[config.mk]
export PLATFORM = sky130hd
export DESIGN_NAME = indexed_insert_remove_list
export DESIGN_NICKNAME = d
export VERILOG_FILES = /design/src/sv/ilist_pkg.sv /design/src/sv/ilist_cell.sv /design/src/sv/indexed_insert_remove_list.sv
export SDC_FILE = /design/constraint.sdc
export NUM_CORES = 1
export LEC_CHECK = 0
export ABC_AREA = 1
export BUFFER_PORTS_ARGS = -buffer_cell sky130_fd_sc_hd__buf_4
export CAP_MARGIN = 25
export CORE_MARGIN = 1
export CORE_UTILIZATION = 45
export DETAILED_ROUTE_END_ITERATION = 6
export PLACE_DENSITY_LB_ADDON = 0.12
export REMOVE_ABC_BUFFERS = 1
export SLEW_MARGIN = 20
export SYNTH_ARGS = -nofsm -noshare
export SYNTH_HDL_FRONTEND = slang
export SYNTH_SLANG_ARGS = --single-unit
[constraint.sdc]
create_clock -name i_clk -period 3.48 [get_ports i_clk]
set_input_delay 0.174 -clock i_clk [delete_from_list [all_inputs] [get_ports i_clk]]
set_output_delay 0.174 -clock i_clk [all_outputs]
set_load 0.02 [all_outputs]
[src/sv/ilist_pkg.sv]
// Shared constants and types for the indexed insert/remove list.
package ilist_pkg;

    localparam int CAPACITY  = 16;
    localparam int WORD_BITS = 32;

    // Fixed field widths of the request and response beats.
    localparam int KIND_BITS   = 3;
    localparam int POS_BITS    = 4;
    localparam int ITEM_BITS   = 32;
    localparam int STATUS_BITS = 2;
    localparam int COUNT_BITS  = 5;

    localparam int IDX_BITS = (CAPACITY > 1) ? $clog2(CAPACITY) : 1;
    localparam int CNT_BITS = $clog2(CAPACITY + 1);
    localparam int CMP_BITS = (CNT_BITS > POS_BITS) ? CNT_BITS : POS_BITS;

    localparam logic [KIND_BITS-1:0] KIND_PUSH   = 3'd0;
    localparam logic [KIND_BITS-1:0] KIND_POP    = 3'd1;
    localparam logic [KIND_BITS-1:0] KIND_INSERT = 3'd2;
    localparam logic [KIND_BITS-1:0] KIND_REMOVE = 3'd3;
    localparam logic [KIND_BITS-1:0] KIND_READ   = 3'd4;

    localparam logic [STATUS_BITS-1:0] ST_OK    = 2'd0;
    localparam logic [STATUS_BITS-1:0] ST_RANGE = 2'd1;
    localparam logic [STATUS_BITS-1:0] ST_FULL  = 2'd2;

    typedef logic [WORD_BITS-1:0] t_word;

    // Broadcast to every cell of the chain.
    typedef struct packed {
        logic                ins;
        logic                rem;
        logic [IDX_BITS-1:0] pos;
        t_word               item;
    } t_cell_cmd;

endpackage

[src/sv/ilist_cell.sv]
// One list entry: holds its word and takes a neighbour's on a shift.
module ilist_cell (
    input  logic                          i_clk,
    input  ilist_pkg::t_cell_cmd          i_cmd,
    input  logic [ilist_pkg::IDX_BITS-1:0] i_idx,
    input  ilist_pkg::t_word              i_left,
    input  ilist_pkg::t_word              i_right,
    output ilist_pkg::t_word              o_word
);

    ilist_pkg::t_word r_word;
    ilist_pkg::t_word n_word;

    always_comb begin
        n_word = r_word;
        if (i_cmd.ins) begin
            if (i_idx == i_cmd.pos) begin
                n_word = i_cmd.item;
            end else if (i_idx > i_cmd.pos) begin
                n_word = i_left;
            end
        end else if (i_cmd.rem) begin
            if (i_idx >= i_cmd.pos) begin
                n_word = i_right;
            end
        end
    end

    always_ff @(posedge i_clk) begin
        r_word <= n_word;
    end

    assign o_word = r_word;

endmodule

[src/sv/indexed_insert_remove_list.sv]
// Top level of the indexed insert/remove list: request decode, cell chain, response register.
//
//   beat       direction  handshake                  payload
//   request    in         i_in_valid / o_in_stall    i_kind, i_position, i_item_value
//   response   out        o_out_valid / i_out_stall  o_read_value, o_status, o_entry_count
//
// One request per cycle unless stalled; its response appears in the cycle after acceptance.
// Insert and remove move every later entry in the cell chain in that same cycle.
// Reset clears the count and the response valid; entries are not cleared.
// A stalled response holds the request side only while the output register is full.
module indexed_insert_remove_list (
    input  logic                               i_clk,
    input  logic                               i_rst_n,
    input  logic                               i_in_valid,
    output logic                               o_in_stall,
    input  logic [ilist_pkg::KIND_BITS-1:0]    i_kind,
    input  logic [ilist_pkg::POS_BITS-1:0]     i_position,
    input  logic [ilist_pkg::ITEM_BITS-1:0]    i_item_value,
    output logic                               o_out_valid,
    input  logic                               i_out_stall,
    output logic [ilist_pkg::ITEM_BITS-1:0]    o_read_value,
    output logic [ilist_pkg::STATUS_BITS-1:0]  o_status,
    output logic [ilist_pkg::COUNT_BITS-1:0]   o_entry_count
);

    localparam logic [ilist_pkg::CNT_BITS-1:0] CAP_CNT =
        ilist_pkg::CNT_BITS'(ilist_pkg::CAPACITY);

    logic [ilist_pkg::CNT_BITS-1:0]    r_count;
    logic [ilist_pkg::CNT_BITS-1:0]    n_count;
    logic                              r_out_valid;
    logic [ilist_pkg::ITEM_BITS-1:0]   r_read_value;
    logic [ilist_pkg::ITEM_BITS-1:0]   n_read_value;
    logic [ilist_pkg::STATUS_BITS-1:0] r_status;
    logic [ilist_pkg::STATUS_BITS-1:0] n_status;

    logic                              w_accept;
    logic                              w_full;
    logic [ilist_pkg::CMP_BITS-1:0]    w_pos;
    logic [ilist_pkg::CMP_BITS-1:0]    w_cnt;
    ilist_pkg::t_word                  w_item;
    ilist_pkg::t_cell_cmd              w_cmd;
    ilist_pkg::t_word                  w_words [ilist_pkg::CAPACITY];

    assign o_in_stall = r_out_valid & i_out_stall;
    assign w_accept   = i_in_valid & ~o_in_stall;
    assign w_full     = (r_count == CAP_CNT);
    assign w_pos      = ilist_pkg::CMP_BITS'(i_position);
    assign w_cnt      = ilist_pkg::CMP_BITS'(r_count);
    assign w_item     = ilist_pkg::WORD_BITS'(i_item_value);

    always_comb begin
        n_count      = r_count;
        n_status     = ilist_pkg::ST_OK;
        n_read_value = '0;
        w_cmd.ins    = 1'b0;
        w_cmd.rem    = 1'b0;
        w_cmd.pos    = ilist_pkg::IDX_BITS'(i_position);
        w_cmd.item   = w_item;
        unique case (i_kind)
            ilist_pkg::KIND_PUSH: begin
                if (w_full) begin
                    n_status = ilist_pkg::ST_FULL;
                end else begin
                    w_cmd.ins = 1'b1;
                    w_cmd.pos = ilist_pkg::IDX_BITS'(r_count);
                    n_count   = r_count + 1'b1;
                end
            end
            ilist_pkg::KIND_POP: begin
                if (r_count != '0) begin
                    n_count = r_count - 1'b1;
                end
            end
            ilist_pkg::KIND_INSERT: begin
                if (w_full) begin
                    n_status = ilist_pkg::ST_FULL;
                end else if (w_pos > w_cnt) begin
                    n_status = ilist_pkg::ST_RANGE;
                end else begin
                    w_cmd.ins = 1'b1;
                    n_count   = r_count + 1'b1;
                end
            end
            ilist_pkg::KIND_REMOVE: begin
                if (w_pos >= w_cnt) begin
                    n_status = ilist_pkg::ST_RANGE;
                end else begin
                    w_cmd.rem = 1'b1;
                    n_count   = r_count - 1'b1;
                end
            end
            ilist_pkg::KIND_READ: begin
                if (w_pos >= w_cnt) begin
                    n_status = ilist_pkg::ST_RANGE;
                end else begin
                    n_read_value = ilist_pkg::ITEM_BITS'(
                        w_words[ilist_pkg::IDX_BITS'(i_position)]);
                end
            end
            default: begin
                // unused kinds: no change
            end
        endcase
        if (!w_accept) begin
            w_cmd.ins = 1'b0;
            w_cmd.rem = 1'b0;
        end
    end

    for (genvar g = 0; g < ilist_pkg::CAPACITY; g++) begin : g_cell
        ilist_pkg::t_word w_left;
        ilist_pkg::t_word w_right;
        if (g == 0) begin : g_first
            assign w_left = w_item;
        end else begin : g_mid_l
            assign w_left = w_words[g-1];
        end
        if (g == ilist_pkg::CAPACITY - 1) begin : g_last
            assign w_right = w_words[g];
        end else begin : g_mid_r
            assign w_right = w_words[g+1];
        end
        ilist_cell u_cell (
            .i_clk   (i_clk),
            .i_cmd   (w_cmd),
            .i_idx   (ilist_pkg::IDX_BITS'(g)),
            .i_left  (w_left),
            .i_right (w_right),
            .o_word  (w_words[g])
        );
    end

    always_ff @(posedge i_clk) begin
        if (!i_rst_n) begin
            r_count     <= '0;
            r_out_valid <= 1'b0;
        end else begin
            if (w_accept) begin
                r_count     <= n_count;
                r_out_valid <= 1'b1;
            end else if (!i_out_stall) begin
                r_out_valid <= 1'b0;
            end
        end
        if (w_accept) begin
            r_read_value <= n_read_value;
            r_status     <= n_status;
        end
    end

    assign o_out_valid   = r_out_valid;
    assign o_read_value  = r_read_value;
    assign o_status      = r_status;
    assign o_entry_count = ilist_pkg::COUNT_BITS'(r_count);

endmodule

# [After elaboration in Yosys (flattened, before gate mapping)]
# Index checks and enable logic that the tools add are counted.
[totals] inputBits=43 regBits=552 output_inout_bits=41
[op_classes] n_eq_ne=41 muxes=102 n_lt_le_gt_ge=34 n_bitwise=5 n_reduce_logical=40 n_addsub=2
[ops] operator="two-way mux 32 bit" count=79
[ops] operator="binary-select mux 32 bit (select 4 bit)" count=1
[ops] operator="AND reduction 3 bit" count=15
[ops] operator="inequality test 3 x 1 -> 1 bit (second input constant)" count=14
[ops] operator="nonzero test 2 bit" count=17
[ops] operator="== test 4 bit (first input constant)" count=8
[ops] operator="greater-than comparator 4 bit (first input constant)" count=8
[ops] operator="greater-or-equal comparator 4 bit (first input constant)" count=7
[ops] operator="two-way mux 5 bit" count=5
[ops] operator="one-hot mux 5 bit (4 select lines)" count=1
[ops] operator="== test 3 x 4 -> 1 bit (first input constant)" count=4
[ops] operator="greater-or-equal comparator 3 x 4 -> 1 bit (first input constant)" count=4
[ops] operator="greater-than comparator 3 x 4 -> 1 bit (first input constant)" count=4
[ops] operator="inequality test 2 bit (second input constant)" count=5
[ops] operator="two-way mux 1 bit" count=9
[ops] operator="== test 2 x 4 -> 1 bit (first input constant)" count=2
[ops] operator="greater-or-equal comparator 1 x 4 -> 1 bit (first input constant)" count=2
[ops] operator="greater-or-equal comparator 2 x 4 -> 1 bit (first input constant)" count=2
[ops] operator="greater-than comparator 1 x 4 -> 1 bit (first input constant)" count=2
[ops] operator="greater-than comparator 2 x 4 -> 1 bit (first input constant)" count=2
[ops] operator="two-way mux 4 bit" count=2
[ops] operator="AND reduction 7 bit" count=1
[ops] operator="== test 3 x 2 -> 1 bit (second input constant)" count=2
[ops] operator="two-way mux 2 bit" count=3
[ops] operator="other kinds (22)" count=25

# [Depth between registers and ports, before layout]
[depth] ltp_word=7 depth_mapped=15 mapped_depth_nobuf=13

# [Modules after synthesis]
# From an unflattened synthesis, not the netlist that was laid out.
[hier_totals] cells_unflattened=6012 area_unflattened_um2=40963.0
[modules_own_cells] mod="ilist_cell at g_cell[10].u_cell ..." n_inst=12 seq_area_each_um2=960.9 cells_per_inst=295 area_each_um2=2140.8
[modules_own_cells] mod="ilist_cell at g_cell[0].u_cell ..." n_inst=4 seq_area_each_um2=960.9 cells_per_inst=295 area_each_um2=2135.8
[modules_own_cells] mod="indexed_insert_remove_list" n_inst=1 seq_area_each_um2=1141.1 cells_per_inst=1292 area_each_um2=6730.2

# [Worst setup path before layout]
# Ideal clock, no wire load.
[synth_path] kind="register to register" from="register r_out_valid, in the netlist o_out_valid" to="register g_cell[0].u_cell.r_word[0], enable pin" required_time_ns=3.059 setup_ns=0.421 stages_incl_launch_ff=8 t_arrival_ns=3.228 synth_period_minus_slack_ns=3.649 path_slack_ns=-0.169 cell_sequence="dfxtp_1 > nand2_1 > nand2_1 > inv_1 > nand2_2 > nand2_1 > inv_1 > nor2_1"
[synth_between] elab_chain_cells=6 word_cells_on_any_way=8 classes_between="eq/ne: 1; mux: 1; bitwise: 3; reduce/logical: 3"
[synth_lines] item="start, declared" line_no="indexed_insert_remove_list.sv:31" source="logic r_out_valid;"
[synth_lines] item="start signal, assigned" line_no="indexed_insert_remove_list.sv:137" source="r_out_valid <= 1'b0;"
[synth_lines] item="start signal, assigned" line_no="indexed_insert_remove_list.sv:141" source="r_out_valid <= 1'b1;"
[synth_lines] item="start signal, assigned" line_no="indexed_insert_remove_list.sv:143" source="r_out_valid <= 1'b0;"
[synth_lines] item="bitwise AND 1 bit *" line_no="indexed_insert_remove_list.sv:45" source="assign o_in_stall = r_out_valid & i_out_stall;"
[synth_lines] item="NOT 1 bit *" line_no="indexed_insert_remove_list.sv:46" source="assign w_accept = i_in_valid & ~o_in_stall;"
[synth_lines] item="bitwise AND 1 bit *" line_no="indexed_insert_remove_list.sv:46"
[synth_lines] item="named net w_accept" line_no="indexed_insert_remove_list.sv:37" source="logic w_accept;"
[synth_lines] item="two-way mux 2 bit *" line_no="indexed_insert_remove_list.sv:105" source="if (!w_accept) begin"
[synth_lines] item="inequality test 3 bit (no line) or nonzero test 2 bit (tied branches)"
[synth_lines] item="AND reduction 3 bit (no line) *"
[synth_lines] item="end signal, assigned" line_no="ilist_cell.sv:30" source="r_word <= n_word;"
[synth_lines] item="end, declared" line_no="ilist_cell.sv:11" source="ilist_pkg::t_word r_word;"
# The timed path passes the listed nets; every way through them passes the cells marked *.
# A chain may end at the register's enable or synchronous reset.

# [Worst setup path in the final report]
[layout_path] from="register r_count, in the netlist o_entry_count[1]" to="register g_cell[1].u_cell.r_word[8], enable pin"
[layout_between] elab_chain_cells=7 word_cells_on_any_way=19 classes_between="order compare: 4; eq/ne: 3; mux: 9; reduce/logical: 3"
[layout_lines] item="start, declared" line_no="indexed_insert_remove_list.sv:29" source="logic [ilist_pkg::CNT_BITS-1:0] r_count;"
[layout_lines] item="start signal, assigned" line_no="indexed_insert_remove_list.sv:140" source="r_count <= n_count;"
[layout_lines] item="greater-than comparator 4 x 5 -> 1 bit" line_no="indexed_insert_remove_list.sv:78" source="end else if (w_pos > w_cnt) begin"
[layout_lines] item="two-way mux 1 bit" line_no="indexed_insert_remove_list.sv:78"
[layout_lines] item="two-way mux 1 bit" line_no="indexed_insert_remove_list.sv:76" source="if (w_full) begin"
[layout_lines] item="one-hot mux 1 bit (2 select lines)" line_no="indexed_insert_remove_list.sv:60" source="unique case (i_kind)"
[layout_lines] item="two-way mux 2 bit" line_no="indexed_insert_remove_list.sv:105"
[layout_lines] item="inequality test 3 x 1 -> 1 bit (no line) or nonzero test 2 bit (tied branches)"
[layout_lines] item="AND reduction 3 bit (no line) *"
[layout_lines] item="end signal, assigned" line_no="ilist_cell.sv:30"
[layout_lines] item="end, declared" line_no="ilist_cell.sv:11"
# Every way passes the cells marked *; elsewhere a longest branch is shown, timed or not.

==> implementation parameters <==
Parameter                              Value

Clock network
  Clock tree from TritonCTS    yes
  Bufs on Longest Clock Path    3
  Clock latency on the worst-skew pair    0.62 ns
  Clock root buffer master    clkbuf_16
  Post-cts gate resize count    0
  Cts bufs inserted    68
  CTS sink cnt    552
  H-tree Lvls    3
  Post-CTS Setup Bufs    0
  Register clock-pin slew on the reported worst setup and hold paths    0.06 ns

Synthesis
  Synth top area share    46.92%
  Number of flops mapped to enable cells by yosys    546
  Synth top cells by count    nand2_1 (1531), nand3_1 (1011), edfxtp_1 (546), inv_1 (505), o21ai_0 (363)
  Primary FF master, synth    edfxtp_1
  Mean cell area of the mapped netlist    7.314 µm²
  Mapped Area    0.03494 mm²
  Most frequently used cell type in the post-synthesis netlist    nand2_1
  Number of instances in the synthesized netlist    4777
  Sequential element share of the synthesized area    47.27%
  Post-synth cell types    30
  Cell types occupying the most area after synthesis    edfxtp_1 (47%), nand2_1 (16%), nand3_1 (14%), inv_1 (5.4%), o21ai_0 (5.2%)
  Number of warnings reported in the yosys synthesis log    0
  Post-synthesis cell type with the largest combined area    edfxtp_1
  Flops & latches, synth    552
  Fraction of registers with async set or reset after synthesis    0%

Layout
  Net count of the finished layout    4721
  # diodes    0
  Post-synthesis to final-layout area growth    11.46%
  Proportion of layout cells with a drive suffix above 1    7.562%
  Non-Filler Instances    5751

Drt
  Routed WL per cell    22.86 µm
  Vias per std cell    5.815
  Remaining DRCs    0
  DRT Pass-1 Iters    6
  DR vias    33440
  Sum of routed wire length over all layers    131500 µm
  1st-iter DRT viols    4080
  Post-route ant nets    0

Timing
  Fmax    304.3 MHz
  Portion of the clock cycle consumed by the worst path in the final layout    94.43%
  Final Worst Setup Slack    0.1937 ns
  Pins Over Slew Limit    0
  Slew headroom    26.14%
  Min Tclk post-route    3.286 ns
  RSZ-0062 raised after global routing    false
  Number of failing hold endpoints at the final stage    0
  Slew @ Worst Pin    1.108 ns
  Total negative setup slack    0 ns
  Count of endpoints failing setup in the final report    0
  Worst setup skew after layout    0.01718 ns

Run status
  Outcome    finished clean

Floorplanning
  Chip width    280.7 µm
  Area inside the core boundary    0.07633 mm²
  I/O Pins    84
  Core Rows    101
  Area enclosed by the die boundary    0.07876 mm²
  Vertical extent of the die    280.7 µm
  Initial cell density of the core    45.78%

Pwr
  Net load switching power    5.026 mW
  Leak Pwr    17.55 nW
  Combinational group share of total power    15.1%
  Switching fraction of total power    28.55%
  Maximum VDD drop    0.2927 mV
  Sequential Power Share    43.6%
  Internal power    12.57 mW
  Clock Power Share    41.3%
  Total power divided by cell area    451.9 mW/mm²

Placed design
  Final weighted congestion in routability-driven placement    0.8756
  Post-place setup slack    0.2472 ns
  Cell count after placement    5627
  Placed wire-length estimate after detailed placement    74130 µm
  Number of I/O port buffers    83

Min path
  Hold WC Path Type    input pin to flip-flop

GRT
  Vias in the first global route    31380
  Global route total overflow    0
  Maximum number of pins on one net before global-route repair    156
  Global-route usage over all layers    33.35%
  First-pass GRT wire length    198700 µm
  Antenna violations before repair    1

Worst setup path
  Worst stage delay on the critical path    0.51 ns
  Worst Path Buf+Inv    4
  CP required    3.78 ns
  Cell with the most instances on the worst path    nand2_1
  Signal arrival time at the worst endpoint    3.59 ns
  Element type at the critical path start    flip-flop
  Chain of cells forming the critical path    inv_1 > ha_1 > nand2_1 > inv_1 > nand3_1 > nand3_1 > nand2_1 > nand2_1 > nand2_1 > nand2_8 > nand2_1 > inv_1 > nor2_4 > buf_12
  Nature of the critical path endpoint    flip-flop
  Family of cells with the greatest summed delay on the critical path    simple AND/OR/NAND/NOR gates
  Worst setup path class    flip-flop to flip-flop
  Crit-path slowest cell    nor2_4
  Top fanout value on the critical path    15

Job
  Count of maximum capacitance violations    0
==> cell families after synthesis <==
group	after synthesis	share of synthesized area, %
buffers and inverters	902	10.51
adder cells (fa/ha/maj)	8	0.3079
XOR/XNOR	3	0.07521
AO/OA/AOI/OAI	653	9.378
AND/OR/NAND/NOR	2659	32.46
flip-flops	552	47.27
==> metal layers <==
metal | share of wire, % | wire length [µm] | track usage [%] | vias to the layer above
li1 | - | - | - | 15540
met1 | 41 | 53810 | 46.00 | 15710
met2 | 45 | 59080 | 52.32 | 1886
met3 | 10 | 13650 | 5.387 | 309
met4 | 3.7 | 4927 | 13.13 | 0
met5 | 0 | 0 | 0 | -
==> power by group through the flow <==
| stage | combinational, mW | sequential [mW] | clock, mW |
|---|---|---|---|
| 4_1_cts | 2.60 | 7.68 | 7.36 |
| 6_report | 2.66 | 7.68 | 7.27 |
| 3_3_place_gp | 2.57 | 7.81 | 0 |
| 2_1_floorplan | 1.49 | 7.83 | 0 |
| 3_5_place_dp | 2.59 | 7.81 | 0 |
| 5_1_grt | 2.86 | 7.70 | 7.59 |
==> through the flow <==
| step | hold slack (ns) | instance area, µm² | power (mW) | utilization [%] |
|---|---|---|---|---|
| after global placement | 0.4452 | 36720 | 10.39 | 48.11 |
| after CTS | 0.002415 | 38940 | 17.64 | 51.02 |
| after global routing | 0.02433 | 38940 | 18.14 | 51.02 |
| after detailed placement | 0.4482 | 36720 | 10.41 | 48.11 |
| after floorplan | 0.2945 | 33170 | 9.315 | - |
| final | 0.03389 | 38940 | 17.60 | 51.02 |
==> registers in the layout, indices dropped and copies added (netlist names) <==
name,flops
o_out_valid,1
o_status,2
g_cell.u_cell.o_word,512
o_read_value,32
o_entry_count,5
==> worst min-delay path, stage by stage <==
cell and delay (ns):
buf_4 0.14, or2_2 0.12, nor2_1 0.05
==> placed cells by master (no fill, tap or decap), types with 36 or more instances in the layout <==
master	count
nand3_1	1011
clkbuf_16	73
buf_4	176
nor2_1	80
nand2_1	1518
o21ai_0	363
inv_1	499
buf_12	36
a21oi_1	263
edfxtp_1	546
==> repair_timing <==
item / 4_1_cts / 5_1_grt
hold buffers: 3 / 0
hold endpoints to repair: 7 / 0
setup endpoints to repair: 0 / 0
==> cell type report <==
type	instances	area (µm²)
fill	7586	37380
sequential	552	16520
multi-input combinational	3323	14930
timing repair buffer	217	2098
clock buffer	100	1948
inverter	508	1919
tap	1030	1289
clock inverter	21	247.7
==> worst paths after layout <==
kind                                                    start                                    to  slack [ns]  cells after the start
worst max-delay path            o_entry_count[1]$_SDFFE_PN0P_  g_cell[1].u_cell.o_word[8]$_DFFE_PP_        0.19                     14
worst min-delay path                                i_kind[2]                 o_status[1]$_DFFE_PP_        0.03                      3
worst max register to register  o_entry_count[1]$_SDFFE_PN0P_  g_cell[1].u_cell.o_word[8]$_DFFE_PP_        0.19                     14
worst min register to register       o_out_valid$_SDFFE_PN0P_              o_out_valid$_SDFFE_PN0P_        0.52                      2
Power figures use the tool's default switching activity.
